===== src/rtl/ttyop_pkg.sv =====
// Shared types, character codes and per-character effect functions for the
// terminal output post-processor. No dependencies.
package ttyop_pkg;

  typedef logic [7:0] byte_t;
  typedef logic [6:0] char7_t;

  // Character codes
  localparam char7_t EOF_CHAR   = 7'h04;
  localparam char7_t CH_BS      = 7'h08;
  localparam char7_t CH_HT      = 7'h09;
  localparam char7_t CH_LF      = 7'h0A;
  localparam char7_t CH_VT      = 7'h0B;
  localparam char7_t CH_FF      = 7'h0C;
  localparam char7_t CH_CR      = 7'h0D;
  localparam char7_t CH_SPACE   = 7'h20;
  localparam char7_t CH_BANG    = 7'h21;
  localparam char7_t CH_QUOTE   = 7'h27;
  localparam char7_t CH_LPAREN  = 7'h28;
  localparam char7_t CH_RPAREN  = 7'h29;
  localparam char7_t CH_BSLASH  = 7'h5C;
  localparam char7_t CH_CARET   = 7'h5E;
  localparam char7_t CH_GRAVE   = 7'h60;
  localparam char7_t CH_LOWER_A = 7'h61;
  localparam char7_t CH_LOWER_Z = 7'h7A;
  localparam char7_t CH_LBRACE  = 7'h7B;
  localparam char7_t CH_VBAR    = 7'h7C;
  localparam char7_t CH_RBRACE  = 7'h7D;
  localparam char7_t CH_TILDE   = 7'h7E;
  localparam char7_t CASE_OFFSET = 7'h20;

  // Delay byte marker and tick counts
  localparam byte_t  DLY_FLAG     = 8'h80;
  localparam char7_t DLY_NL_MIN   = 7'd6;
  localparam char7_t DLY_NL_BIAS  = 7'd3;
  localparam char7_t DLY_CR_SHORT = 7'd5;
  localparam char7_t DLY_CR_LONG  = 7'd10;
  localparam char7_t DLY_VERT     = 7'd127;
  localparam char7_t DLY_TAB_BASE = 7'd9;
  localparam char7_t DLY_TAB_MIN  = 7'd5;

  // Delay mode codes
  localparam logic [1:0] NL_DLY_COLUMN  = 2'd1;
  localparam logic [1:0] NL_DLY_FIXED   = 2'd2;
  localparam logic [1:0] CR_DLY_SHORT   = 2'd1;
  localparam logic [1:0] CR_DLY_LONG    = 2'd2;
  localparam logic [1:0] TAB_DLY_COLUMN = 2'd1;

  typedef enum logic [2:0] {
    CFG_POST_PROCESS,
    CFG_EXPAND_TABS,
    CFG_UPPER_ONLY,
    CFG_NL_RETURN,
    CFG_NL_DELAY,
    CFG_CR_DELAY,
    CFG_TAB_DELAY,
    CFG_VERT_DELAY
  } cfg_idx_e;

  typedef struct packed {
    logic       post_process;
    logic       expand_tabs;
    logic       upper_only;
    logic       nl_return;
    logic [1:0] nl_dly;
    logic [1:0] cr_dly;
    logic [1:0] tab_dly;
    logic       vert_dly;
  } cfg_t;

  localparam cfg_t CFG_RESET = '{
    post_process: 1'b1, expand_tabs: 1'b0, upper_only: 1'b0, nl_return: 1'b1,
    nl_dly: 2'd0, cr_dly: 2'd0, tab_dly: 2'd0, vert_dly: 1'b0
  };

  // One classified request from the front to the back
  typedef struct packed {
    logic   raw;      // pass ch unchanged
    logic   tabx;     // expand tab to spaces
    logic   has_pre;  // emit pre before ch
    char7_t pre;
    byte_t  ch;
  } cmd_t;

  typedef enum logic [2:0] {
    SEQ_START,
    SEQ_PRE_DLY,
    SEQ_MAIN,
    SEQ_MAIN_DLY,
    SEQ_TAB
  } seq_state_e;

  typedef struct packed {
    byte_t  col;
    char7_t dly;  // zero: no delay byte
  } fx_t;

  // Upper-case-only mapping: bit 7 flags a backslash escape.
  function automatic byte_t upper_map(char7_t c);
    logic   esc;
    char7_t m;
    esc = 1'b1;
    m   = c;
    unique case (c)
      CH_LBRACE: m = CH_LPAREN;
      CH_RBRACE: m = CH_RPAREN;
      CH_VBAR:   m = CH_BANG;
      CH_TILDE:  m = CH_CARET;
      CH_GRAVE:  m = CH_QUOTE;
      default:   esc = 1'b0;
    endcase
    if (m >= CH_LOWER_A && m <= CH_LOWER_Z) begin
      m = m - CASE_OFFSET;
    end
    return {esc, m};
  endfunction

  // Column update and delay for one emitted character.
  function automatic fx_t char_effect(char7_t c, byte_t col, cfg_t cfg);
    fx_t    r;
    char7_t nl;
    char7_t td;
    r.col = col;
    r.dly = '0;
    nl    = {3'b000, col[7:4]} + DLY_NL_BIAS;
    td    = DLY_TAB_BASE - {4'b0000, col[2:0]};
    unique case (c)
      CH_BS: begin
        if (col != '0) r.col = col - 8'd1;
      end
      CH_LF: begin
        if (cfg.nl_dly == NL_DLY_COLUMN) begin
          r.dly = (col != '0 && nl > DLY_NL_MIN) ? nl : DLY_NL_MIN;
        end else if (cfg.nl_dly == NL_DLY_FIXED) begin
          r.dly = DLY_NL_MIN;
        end
        r.col = '0;
      end
      CH_HT: begin
        if (cfg.tab_dly == TAB_DLY_COLUMN && td >= DLY_TAB_MIN) r.dly = td;
        r.col = {col[7:3] + 5'd1, 3'b000};
      end
      CH_VT, CH_FF: begin
        if (cfg.vert_dly) r.dly = DLY_VERT;
      end
      CH_CR: begin
        if (cfg.cr_dly == CR_DLY_SHORT) begin
          r.dly = DLY_CR_SHORT;
        end else if (cfg.cr_dly == CR_DLY_LONG) begin
          r.dly = DLY_CR_LONG;
        end
        r.col = '0;
      end
      default: begin
        if (c >= CH_SPACE && c <= CH_TILDE) r.col = col + 8'd1;
      end
    endcase
    return r;
  endfunction

endpackage


===== src/rtl/ttyop_cfg.sv =====
// Configuration register bank of the terminal output post-processor.
// Depends on ttyop_pkg.
module ttyop_cfg (
  input  logic                clk_i,
  input  logic                rst_ni,
  input  logic                cfg_we_i,
  input  logic [2:0]          cfg_idx_i,
  input  logic [1:0]          cfg_data_i,
  output ttyop_pkg::cfg_t     cfg_o
);
  import ttyop_pkg::*;

  cfg_t cfg_q, cfg_d;

  always_comb begin
    cfg_d = cfg_q;
    if (cfg_we_i) begin
      unique case (cfg_idx_e'(cfg_idx_i))
        CFG_POST_PROCESS: cfg_d.post_process = cfg_data_i[0];
        CFG_EXPAND_TABS:  cfg_d.expand_tabs  = cfg_data_i[0];
        CFG_UPPER_ONLY:   cfg_d.upper_only   = cfg_data_i[0];
        CFG_NL_RETURN:    cfg_d.nl_return    = cfg_data_i[0];
        CFG_NL_DELAY:     cfg_d.nl_dly       = cfg_data_i;
        CFG_CR_DELAY:     cfg_d.cr_dly       = cfg_data_i;
        CFG_TAB_DELAY:    cfg_d.tab_dly      = cfg_data_i;
        CFG_VERT_DELAY:   cfg_d.vert_dly     = cfg_data_i[0];
        default:          cfg_d = cfg_q;
      endcase
    end
  end

  always_ff @(posedge clk_i or negedge rst_ni) begin
    if (!rst_ni) begin
      cfg_q <= CFG_RESET;
    end else begin
      cfg_q <= cfg_d;
    end
  end

  assign cfg_o = cfg_q;

endmodule


===== src/rtl/ttyop_front.sv =====
// Front end: classifies incoming characters into requests for the back end
// and holds them in a two-entry request queue. Depends on ttyop_pkg.
module ttyop_front (
  input  logic              clk_i,
  input  logic              rst_ni,
  input  ttyop_pkg::cfg_t   cfg_i,
  input  logic              push_i,
  output logic              full_o,
  input  logic [7:0]        char_in_i,
  output logic              cmd_valid_o,
  output ttyop_pkg::cmd_t   cmd_o,
  input  logic              cmd_pop_i
);
  import ttyop_pkg::*;

  cmd_t       q_q [2];
  logic       wr_ptr_q, rd_ptr_q;
  logic [1:0] cnt_q;
  cmd_t       cmd_new;
  char7_t     c7;
  byte_t      um;
  logic       esc;
  char7_t     mapped;
  logic       drop, acc, enq, deq;

  always_comb begin
    c7     = char_in_i[6:0];
    um     = upper_map(c7);
    esc    = cfg_i.upper_only && um[7];
    mapped = cfg_i.upper_only ? um[6:0] : c7;
    drop   = cfg_i.post_process && (c7 == EOF_CHAR);

    cmd_new.raw     = !cfg_i.post_process;
    cmd_new.tabx    = cfg_i.post_process && cfg_i.expand_tabs && (c7 == CH_HT);
    cmd_new.has_pre = cfg_i.post_process && !cmd_new.tabx &&
                      (esc || (mapped == CH_LF && cfg_i.nl_return));
    cmd_new.pre     = esc ? CH_BSLASH : CH_CR;
    cmd_new.ch      = cfg_i.post_process ? {1'b0, mapped} : char_in_i;
  end

  assign full_o      = (cnt_q == 2'd2);
  assign acc         = push_i && !full_o;
  // With processing on, EOF is accepted and dropped here
  assign enq         = acc && !drop;
  assign cmd_valid_o = (cnt_q != 2'd0);
  assign deq         = cmd_pop_i && cmd_valid_o;
  assign cmd_o       = q_q[rd_ptr_q];

  always_ff @(posedge clk_i or negedge rst_ni) begin
    if (!rst_ni) begin
      wr_ptr_q <= 1'b0;
      rd_ptr_q <= 1'b0;
      cnt_q    <= 2'd0;
    end else begin
      if (enq) wr_ptr_q <= !wr_ptr_q;
      if (deq) rd_ptr_q <= !rd_ptr_q;
      cnt_q <= cnt_q + {1'b0, enq} - {1'b0, deq};
    end
  end

  always_ff @(posedge clk_i) begin
    if (enq) q_q[wr_ptr_q] <= cmd_new;
  end

endmodule


===== src/rtl/ttyop_back.sv =====
// Back end: sequences each request into output bytes, tracks the print
// column and buffers results in a two-entry output queue. Depends on ttyop_pkg.
module ttyop_back (
  input  logic              clk_i,
  input  logic              rst_ni,
  input  ttyop_pkg::cfg_t   cfg_i,
  input  logic              cmd_valid_i,
  input  ttyop_pkg::cmd_t   cmd_i,
  output logic              cmd_pop_o,
  output logic              empty_o,
  input  logic              pop_i,
  output logic [7:0]        byte_out_o,
  output logic              last_of_run_o
);
  import ttyop_pkg::*;

  seq_state_e state_q, state_d;
  byte_t      column_q, column_d;
  char7_t     delay_q, delay_d;
  char7_t     fx_ch;
  fx_t        fx;
  byte_t      ob;
  logic       ol, done, fire;
  logic       do_main, do_tab;

  byte_t      obyte_q [2];
  logic       olast_q [2];
  logic       owr_q, ord_q;
  logic [1:0] ocnt_q;
  logic       ofull, odeq;

  assign ofull = (ocnt_q == 2'd2);
  assign fire  = cmd_valid_i && !ofull;

  always_comb begin
    if (state_q == SEQ_TAB || (state_q == SEQ_START && cmd_i.tabx)) begin
      fx_ch = CH_SPACE;
    end else if (state_q == SEQ_START && cmd_i.has_pre) begin
      fx_ch = cmd_i.pre;
    end else begin
      fx_ch = cmd_i.ch[6:0];
    end
    fx = char_effect(fx_ch, column_q, cfg_i);

    state_d  = state_q;
    column_d = column_q;
    delay_d  = delay_q;
    ob       = '0;
    ol       = 1'b0;
    done     = 1'b0;
    do_main  = 1'b0;
    do_tab   = 1'b0;

    unique case (state_q)
      SEQ_START: begin
        if (cmd_i.raw) begin
          ob   = cmd_i.ch;
          ol   = 1'b1;
          done = 1'b1;
        end else if (cmd_i.tabx) begin
          do_tab = 1'b1;
        end else if (cmd_i.has_pre) begin
          ob       = {1'b0, cmd_i.pre};
          column_d = fx.col;
          delay_d  = fx.dly;
          state_d  = (fx.dly != '0) ? SEQ_PRE_DLY : SEQ_MAIN;
        end else begin
          do_main = 1'b1;
        end
      end
      SEQ_PRE_DLY: begin
        ob      = DLY_FLAG | {1'b0, delay_q};
        state_d = SEQ_MAIN;
      end
      SEQ_MAIN:     do_main = 1'b1;
      SEQ_MAIN_DLY: begin
        ob   = DLY_FLAG | {1'b0, delay_q};
        ol   = 1'b1;
        done = 1'b1;
      end
      SEQ_TAB:      do_tab = 1'b1;
      default:      state_d = SEQ_START;
    endcase

    if (do_main) begin
      ob       = {1'b0, cmd_i.ch[6:0]};
      column_d = fx.col;
      delay_d  = fx.dly;
      if (fx.dly != '0) begin
        state_d = SEQ_MAIN_DLY;
      end else begin
        ol   = 1'b1;
        done = 1'b1;
      end
    end

    if (do_tab) begin
      ob       = {1'b0, CH_SPACE};
      column_d = fx.col;
      // stop on the next multiple of eight
      if (fx.col[2:0] == 3'd0) begin
        ol   = 1'b1;
        done = 1'b1;
      end else begin
        state_d = SEQ_TAB;
      end
    end

    if (done) state_d = SEQ_START;
  end

  assign cmd_pop_o = fire && done;

  always_ff @(posedge clk_i or negedge rst_ni) begin
    if (!rst_ni) begin
      state_q  <= SEQ_START;
      column_q <= '0;
    end else if (fire) begin
      state_q  <= state_d;
      column_q <= column_d;
    end
  end

  always_ff @(posedge clk_i) begin
    if (fire) delay_q <= delay_d;
  end

  // Output queue
  assign empty_o       = (ocnt_q == 2'd0);
  assign odeq          = pop_i && !empty_o;
  assign byte_out_o    = obyte_q[ord_q];
  assign last_of_run_o = olast_q[ord_q];

  always_ff @(posedge clk_i or negedge rst_ni) begin
    if (!rst_ni) begin
      owr_q  <= 1'b0;
      ord_q  <= 1'b0;
      ocnt_q <= 2'd0;
    end else begin
      if (fire) owr_q <= !owr_q;
      if (odeq) ord_q <= !ord_q;
      ocnt_q <= ocnt_q + {1'b0, fire} - {1'b0, odeq};
    end
  end

  always_ff @(posedge clk_i) begin
    if (fire) begin
      obyte_q[owr_q] <= ob;
      olast_q[owr_q] <= ol;
    end
  end

endmodule


===== src/rtl/tty_output_postprocessor.sv =====
// Terminal output post-processor top level: config bank, front classifier
// and back sequencer. Depends on ttyop_pkg, ttyop_cfg, ttyop_front, ttyop_back.
//
// Usage:
//   Input channel: drive char_in_i and raise push; the character is taken at
//   an edge where full is low. Output channel: while empty is low the oldest
//   byte is on byte_out_o with last_of_run_o marking the final byte caused by
//   one character; raise pop to take it.
//   Configuration: cfg_we_i writes cfg_data_i to register cfg_idx_i at a clock
//   edge; write only while no character is in flight.
//   Flow: a character is registered in the request queue, then in the
//   output queue. Ordinary characters sustain one byte per cycle while the
//   output queue has room. A character that expands (escape, carriage return,
//   delay byte, tab spaces) holds the back-end sequencer for up to eight bytes.
//   EOF (004) with processing on is accepted and gives no output.
//   Reset: clears the column, both queues and loads the default settings.
//   A stalled receiver fills the two-entry output queue, then the two-entry
//   request queue, after which full rises and input is held off.
module tty_output_postprocessor (
  input  logic       clk_i,
  input  logic       rst_ni,
  input  logic       cfg_we_i,
  input  logic [2:0] cfg_idx_i,
  input  logic [1:0] cfg_data_i,
  input  logic       push,
  output logic       full,
  input  logic [7:0] char_in_i,
  output logic       empty,
  input  logic       pop,
  output logic [7:0] byte_out_o,
  output logic       last_of_run_o
);
  import ttyop_pkg::*;

  cfg_t cfg;
  cmd_t cmd;
  logic cmd_valid, cmd_pop;

  ttyop_cfg u_cfg (
    .clk_i      (clk_i),
    .rst_ni     (rst_ni),
    .cfg_we_i   (cfg_we_i),
    .cfg_idx_i  (cfg_idx_i),
    .cfg_data_i (cfg_data_i),
    .cfg_o      (cfg)
  );

  ttyop_front u_front (
    .clk_i       (clk_i),
    .rst_ni      (rst_ni),
    .cfg_i       (cfg),
    .push_i      (push),
    .full_o      (full),
    .char_in_i   (char_in_i),
    .cmd_valid_o (cmd_valid),
    .cmd_o       (cmd),
    .cmd_pop_i   (cmd_pop)
  );

  ttyop_back u_back (
    .clk_i         (clk_i),
    .rst_ni        (rst_ni),
    .cfg_i         (cfg),
    .cmd_valid_i   (cmd_valid),
    .cmd_i         (cmd),
    .cmd_pop_o     (cmd_pop),
    .empty_o       (empty),
    .pop_i         (pop),
    .byte_out_o    (byte_out_o),
    .last_of_run_o (last_of_run_o)
  );

endmodule


===== config.mk =====
export PLATFORM = sky130hd
export DESIGN_NAME = tty_output_postprocessor
export DESIGN_NICKNAME = d
export VERILOG_FILES = /design/src/rtl/ttyop_pkg.sv /design/src/rtl/ttyop_cfg.sv /design/src/rtl/ttyop_front.sv /design/src/rtl/ttyop_back.sv /design/src/rtl/tty_output_postprocessor.sv
export SDC_FILE = /design/constraint.sdc
export NUM_CORES = 1
export LEC_CHECK = 0
export ABC_AREA = 1
export BUFFER_PORTS_ARGS = -buffer_cell sky130_fd_sc_hd__buf_2
export CORE_MARGIN = 2
export CORE_UTILIZATION = 45
export DETAILED_ROUTE_END_ITERATION = 8
export PLACE_DENSITY = 0.59
export SYNTH_ARGS = -nofsm -noshare
export SYNTH_HDL_FRONTEND = slang
export SYNTH_SLANG_ARGS = --single-unit

===== constraint.sdc =====
create_clock -name clk_i -period 3.8 [get_ports clk_i]
set_clock_uncertainty 0.15 [all_clocks]
set_input_delay 0.76 -clock clk_i [delete_from_list [all_inputs] [get_ports clk_i]]
set_output_delay 0.76 -clock clk_i [all_outputs]
set_load 0.02 [all_outputs]

==> summary.txt, run 1 <==
Run status
  – Status: complete, no violations

Synthesis
  – Post-synth top area cell: edfxtp_1
  – Most used flip-flop cell after synthesis: edfxtp_1
  – Largest cells by area after synthesis: edfxtp_1 29%, dfrtp_1 13%, nand2_1 12%
  – Post-synthesis cell count: 662
  – Avg Synthesized Cell Area: 7.857 sq um
  – Number of enable flip-flop cells after synthesis: 50
  – Register area share after synthesis: 43.35%
  – Distinct cell type count after synthesis: 52
  – FFs w/ async S/R, synth: 37.50%
  – FF+latch count, synth: 80
  – Post-Synthesis Cell Area: 5201 sq um
  – Post-synth top cells: 170 x nand2_1, 88 x inv_1, 77 x nor2_1
  – Count leader, synth: nand2_1
  – Mapped Nets: 695
  – Area share of the largest cell type after synthesis: 28.87%
  – Synthesis Warnings: 0

Layout
  – Filler Cell Count: 1118
  – Total Nets Final: 732
  – Proportion of layout cells with a drive suffix above 1: 15.77%
  – Synth-to-layout area growth: 11.88%
  – Antenna Cells: 0
  – Fin cells: 847
  – Layout Cell Area excl Fill: 5819 sq um

Setup path
  – Worst-path maximum fanout: 13
  – Critical Path AT: 3.55 ns
  – Setup crit end kind: flop
  – Crit path kind: flop to flop
  – CP startpoint kind: flop
  – Worst Path Required: 3.87 ns

Power
  – Peak supply drop: 400.3 uV
  – Power per Cell Area: 866.5 nW/um^2
  – Pleak: 0.002791 uW

Clocking
  – Root buffer cell: clkbuf_16
  – CTS max path bufs: 2
  – Cts bufs inserted: 9
  – CTS sink count: 80
  – H-tree lvl count: 3
  – Worst-path clk slew: 0.06 ns
  – CTS tree: built
  – Later-pin clock latency in the skew report: 0.34 ns

Global routing
  – Initial antenna violation count: 0
  – Gr usage total: 19.47%
  – Met3 usage: 2.232%
  – First-pass GRT wire length: 19670 um
  – Busiest metal layer after global routing: met2
  – Largest net degree at the start of global routing: 31
  – Total global routing overflow: 0
  – Met2 usage: 32.24%
  – Vias in the first global route: 4199
  – M1 GR Usage: 26.43%

Route
  – 1st-pass router iterations: 4
  – 1st-iter DRT viols: 281
  – Via density: 5.144
  – Vias after detailed routing: 4357
  – Residual DRC count: 0
  – Avg WL per Cell: 13.52 um
  – Drt total wl: 11450 um
  – Post-route ant nets: 0

Placed design
  – Placed Area: 5489 sq um
  – Inst Count DP: 828
  – Port Buffers: 28
  – Post-DP HPWL: 8863 um
  – GP Congestion: 0.8928

STA
  – Tightest Pin Transition: 0.7715 ns
  – Crit path time final: 3.476 ns
  – Relative slew slack: 48.38%
  – Final critical-path share of the clock period: 91.48%
  – Fmax: 0.2877 GHz
  – Endpoints failing hold: 0
  – Setup violators final: 0
  – Slew Limit Fails: 0

Floorplan
  – Die ar.: 12430 sq um
  – Core Area: 11370 sq um
  – Die H: 111.5 um
  – Starting Density: 45.75%
  – Ports: 29
  – Chip Width: 111.5 um
  – Num rows: 39

Hold path
  – Hold WC Path Type: primary input to async pin

Run
  – Max Cap Viol: 0
cells in the final DEF (no fill, tap or decap), types with 2 or more instances in the layout:
master	count
buf_4	10
o21ai_0	33
inv_1	87
nand3_4	2
clkinv_1	2
nand2_2	15
nand2_1	170
nand4_1	7
and2_1	2
nand3_1	44
clkinv_4	2
clkbuf_16	9
o221ai_1	2
ha_1	15
dfstp_2	2
nor3_1	8
o22ai_1	7
nor2_2	8
nor2_1	77
nor2_4	2
edfxtp_1	50
xor2_1	12
o21ai_1	6
a31oi_1	9
nand3_2	8
nand3b_1	2
buf_2	28
dfrtp_1	27
clkinv_2	2
xnor2_1	3
inv_2	7
a21oi_1	19
o211ai_1	2
o21ai_2	2
timing repair:
action	CTS	global route
hold buffers	0	0
endpoints found under the setup margin	0	1
resized for setup	0	3
setup buffers	0	3
sequential cells by signal (all words and copies together) (netlist names):
name / count
u_back.state_q: 3
u_back.ocnt_q: 2
u_back.column_q: 8
u_back.owr_q: 1
u_front.wr_ptr_q: 1
u_back.obyte_q: 16
u_front.q_q: 26
u_back.olast_q: 2
u_back.delay_q: 6
u_front.cnt_q: 2
u_back.ord_q: 1
u_cfg.cfg_o: 11
u_front.rd_ptr_q: 1
metrics by stage:
step                      util, %  setup slack, ns  hold slack (ns)  total power, uW  setup TNS [ns]
after CTS                   50.97           0.2074           0.3446             5037               0
after global placement      48.28           0.3175           0.3196             4108               0
after global routing        51.18         -0.01329           0.3832             5511        -0.01329
after detailed placement    48.28           0.2173           0.3335             4150               0
final                       51.18           0.3238           0.3419             5043               0
after floorplan                 -           0.7247           0.2944             3573               0
area by class of cell:
| type | count | area, sq um | share of cell area [%] |
|---|---|---|---|
| multi-input combinational | 473 | 2496 | 42.89 |
| sequential | 80 | 2256 | 38.77 |
| inverter | 97 | 366.6 | 6.300 |
| clock buffer | 10 | 239.0 | 4.107 |
| timing repair buffer | 38 | 215.2 | 3.698 |
| tap | 143 | 178.9 | 3.075 |
| clock inverter | 6 | 67.56 | 1.161 |
worst max-delay path, stage by stage, from the launching register on:
cell	delay (ns)
dfrtp_2	0.46
inv_2	0.18
nand2_2	0.07
nand2_2	0.12
nand3_1	0.17
nand2_2	0.13
nand3_4	0.11
nor2_8	0.24
nand2_2	0.11
clkinv_2	0.09
nand2_2	0.09
o21ai_2	0.11
inv_1	0.04
nand2_1	0.08
nor2_1	0.04
nand2_1	0.11
nand3_2	0.13
nand2_2	0.10
inv_2	0.05
ha_1	0.26
inv_1	0.04
ha_1	0.18
xnor2_1	0.13
xor2_1	0.14
final timing paths:
check | from | to | slack, ns | depth (start not counted)
max | u_front.rd_ptr_q | u_front.cnt_q[1] | 0.32 | 23
min | rst_ni | u_front.cnt_q[0] | 0.34 | 1
max reg2reg | u_front.rd_ptr_q | u_front.cnt_q[1] | 0.32 | 23
min reg2reg | u_cfg.cfg_o[7] | u_cfg.cfg_o[7] | 0.34 | 2
max in group asynchronous | rst_ni | u_front.rd_ptr_q | 2.63 | 1
min in group clk_i | u_cfg.cfg_o[7] | u_cfg.cfg_o[7] | 0.34 | 2
logic make-up (layout without fill, tap and decap cells):
logic type | count (synthesis) | after routing | share of synthesized area, %
buffers and inverters | 109 | 151 | 8.660
and+or+nand+nor | 355 | 355 | 31.71
AOI/OAI and AO/OA | 87 | 87 | 9.959
adders and majority gates | 15 | 15 | 3.608
xor gates and xnor gates | 15 | 15 | 2.526
muxes | 1 | 1 | 0.1925
DFF | 80 | 80 | 43.35
layer usage:
metal / wire length [um] / vias up
li1: - / 2237
met1: 5530 / 2009
met2: 5304 / 93
met3: 387 / 18
met4: 227 / 0
met5: 0 / -
where the power goes:
group	leakage [uW]	switching, uW	internal (uW)	total [uW]
Clock	0.000147	344	528	872
Combinational	0.00182	1760	845	2600
Sequential	0.000829	201	1370	1570
Total	0.00279	2300	2740	5040
(Power assumes the default switching activity.)
==> run 2, diff against run 1 <==
- HOLD_SLACK_MARGIN: unset -> 0.1
- SYNTH_HIERARCHICAL: unset -> 1
==> run 2 against run 1 <==
Against the previous run: sequential cell count stayed put; sequential power hardly changed; critical endpoint is now u_front/cnt_q[1]; fmax fell by 1.4%; largest power group unchanged; setup slack worse by 0.049 ns; critical path depth down 2; critical path type unchanged; via count up 3.9%; clock-buffer cell count is 3 higher; utilization up 0.53 points; worst hold slack lost 0.030 ns.
==> summary.txt, run 2 <==
Clocking
  – CTS tree: built
  – Worst-path clk slew: 0.06 ns
  – CTS max path bufs: 2
  – CTS sink count: 80
  – Cts bufs inserted: 9
  – Post-CTS Hold Fix Bufs: 0
  – H-tree lvl count: 3
  – Root buffer cell: clkbuf_16
  – Later-pin clock latency in the skew report: 0.34 ns

Run status
  – Status: complete, no violations

Floorplan
  – Core Area: 11910 sq um
  – Die ar.: 13030 sq um
  – Chip Width: 114.1 um
  – Starting Density: 45.82%
  – Num rows: 40
  – Die H: 114.1 um
  – Ports: 29

STA
  – Relative slew slack: 43.53%
  – Setup TNS: 0 ns
  – Fmax: 0.2837 GHz
  – Final critical-path share of the clock period: 92.77%
  – Slew Limit Fails: 0
  – Crit path time final: 3.525 ns
  – RSZ-0062 raised after global routing: no
  – Worst setup margin: 0.2746 ns
  – Tightest Pin Transition: 0.8439 ns
  – Endpoints failing hold: 0
  – Setup violators final: 0

Power
  – P_sw: 2464 uW
  – Clock power share: 16.0%
  – Power per Cell Area: 860.0 nW/um^2
  – Sw Ratio: 46.51%
  – Comb pwr share: 54.7%
  – Reg power frac: 29.3%
  – Pleak: 0.002891 uW
  – Int Pwr: 2834 uW
  – Peak supply drop: 297.9 uV

Global routing
  – Largest net degree at the start of global routing: 31
  – Initial antenna violation count: 0
  – Gr usage total: 20.23%
  – Vias in the first global route: 4316
  – First-pass GRT wire length: 20580 um
  – Total global routing overflow: 0

Route
  – Via density: 5.151
  – Residual DRC count: 0
  – Drt total wl: 12310 um
  – Post-route ant nets: 0
  – Vias after detailed routing: 4528
  – 1st-iter DRT viols: 344
  – 1st-pass router iterations: 6
  – Avg WL per Cell: 14.01 um

Layout
  – Commonest cells after routing, fill and taps aside: 204 x nand2_1, 73 x inv_1, 55 x nor2_1, 50 x edfxtp_1, 45 x nand3_1
  – Top reg by flops: u_front/q_q
  – Antenna Cells: 0
  – Total Nets Final: 760
  – Layout Cell Area excl Fill: 6160 sq um
  – Proportion of layout cells with a drive suffix above 1: 21.17%
  – Synth-to-layout area growth: 12.86%
  – Max reg flops: 26
  – Filler Cell Count: 1139
  – Most common cell after layout, fill and taps aside: nand2_1

Setup path
  – Worst Path Required: 3.91 ns
  – CP startpoint kind: flop
  – Setup crit end kind: flop
  – Worst-path maximum fanout: 8
  – Crit path kind: flop to flop
  – Critical Path AT: 3.63 ns

Synthesis
  – Post-Synthesis Cell Area: 5458 sq um
  – FF+latch count, synth: 80
  – Largest cells by area after synthesis: edfxtp_1 28%, nand2_1 14%, dfrtp_1 13%
  – Count leader, synth: nand2_1
  – Synthesis Warnings: 6
  – Most used flip-flop cell after synthesis: edfxtp_1
  – FFs w/ async S/R, synth: 37.50%
  – Post-synthesis cell count: 685
  – Distinct cell type count after synthesis: 48
  – Post-synth top area cell: edfxtp_1
  – Area share of the largest cell type after synthesis: 27.51%
  – Avg Synthesized Cell Area: 7.967 sq um
  – Register area share after synthesis: 41.31%
  – Post-synth top cells: 205 x nand2_1, 76 x inv_1, 56 x nor2_1
  – Number of enable flip-flop cells after synthesis: 50

Placed design
  – Pre-CTS setup slack: 0.1449 ns
  – Port Buffers: 28
  – GP Congestion: 0.9338
  – Placed Area: 5751 sq um
  – Post-DP HPWL: 9592 um

Run
  – Max Cap Viol: 0

Hold path
  – Hold WC Path Type: flop to flop
## run 2: critical path, cell delays in order (launching register included)
cell and delay, ns:
dfrtp_2 0.44, inv_2 0.12, buf_4 0.18, nand2_1 0.06, nand2_1 0.10, inv_1 0.07, nand4_1 0.14, nand3_4 0.12
nand2_4 0.15, nor2_8 0.07, nand3_2 0.15, nand4_1 0.24, nor2_4 0.21, nand3_2 0.12, a31oi_1 0.20, nand2_1 0.11
inv_1 0.06, ha_1 0.21, inv_1 0.06, ha_1 0.15, xnor2_1 0.14, xor2_1 0.16
## run 2: per-stage QoR
stage,std cells,hold slack (ns),utilization [%],total power [uW]
finish,879,0.3123,51.71,5297
global route,879,0.3534,51.71,5752
CTS,870,0.3159,50.74,5195
detailed placement,854,0.3070,48.28,4331
global placement,854,0.3064,48.28,4289
floorplan,687,0.2883,-,3563
## run 2: power groups by stage
stage               combinational, uW  sequential (uW)  clock (uW)
finish                           2900             1550         847
global route                     3260             1590         906
CTS                              2770             1550         871
detailed placement               2760             1570           0
global placement                 2730             1560           0
floorplan                        2090             1470           0
## run 2: final cells by class
type | count | area (sq um) | area share (%)
Sequential cell | 80 | 2258 | 36.66
Inverter | 96 | 365.4 | 5.931
Multi-Input combinational cell | 496 | 2786 | 45.24
Clock buffer | 13 | 250.2 | 4.063
Clock inverter | 3 | 42.54 | 0.6906
Tap cell | 147 | 183.9 | 2.986
Timing Repair Buffer | 44 | 272.8 | 4.428
## run 2: path summary, 6_finish.rpt
check | start | endpoint | slack, ns | depth (start not counted)
min reg2reg | u_cfg/cfg_o[7] | u_cfg/cfg_o[7] | 0.31 | 2
max | u_front/rd_ptr_q | u_front/cnt_q[1] | 0.27 | 21
min | u_cfg/cfg_o[7] | u_cfg/cfg_o[7] | 0.31 | 2
min in group asynchronous | rst_ni | u_back/state_q[2] | 0.34 | 1
max in group asynchronous | rst_ni | u_front/rd_ptr_q | 2.63 | 1
max reg2reg | u_front/rd_ptr_q | u_front/cnt_q[1] | 0.27 | 21
## run 2: repair_timing
| item | CTS | global route |
|---|---|---|
| setup endpoints to repair | 0 | 2 |
| gates resized for setup | 0 | 13 |
| buffers inserted | 0 | 8 |
## run 2: cell families after synthesis
family          synth area share, %
other cells                  0.1376
compound gates                7.932
simple gates                  36.02
buf+inv                       8.436
flops                         41.31
fa+ha+maj                     3.439
xor+xnor                      2.728
## run 2: metal layers
metal	routed length, um	GRT usage [%]	share of wire (%)	up-vias
met5	0	0	0	-
met4	326	9.024	2.6	0
met3	472	3.864	3.8	21
met2	5709	32.78	46	95
met1	5805	26.46	47	2082
li1	-	-	-	2330
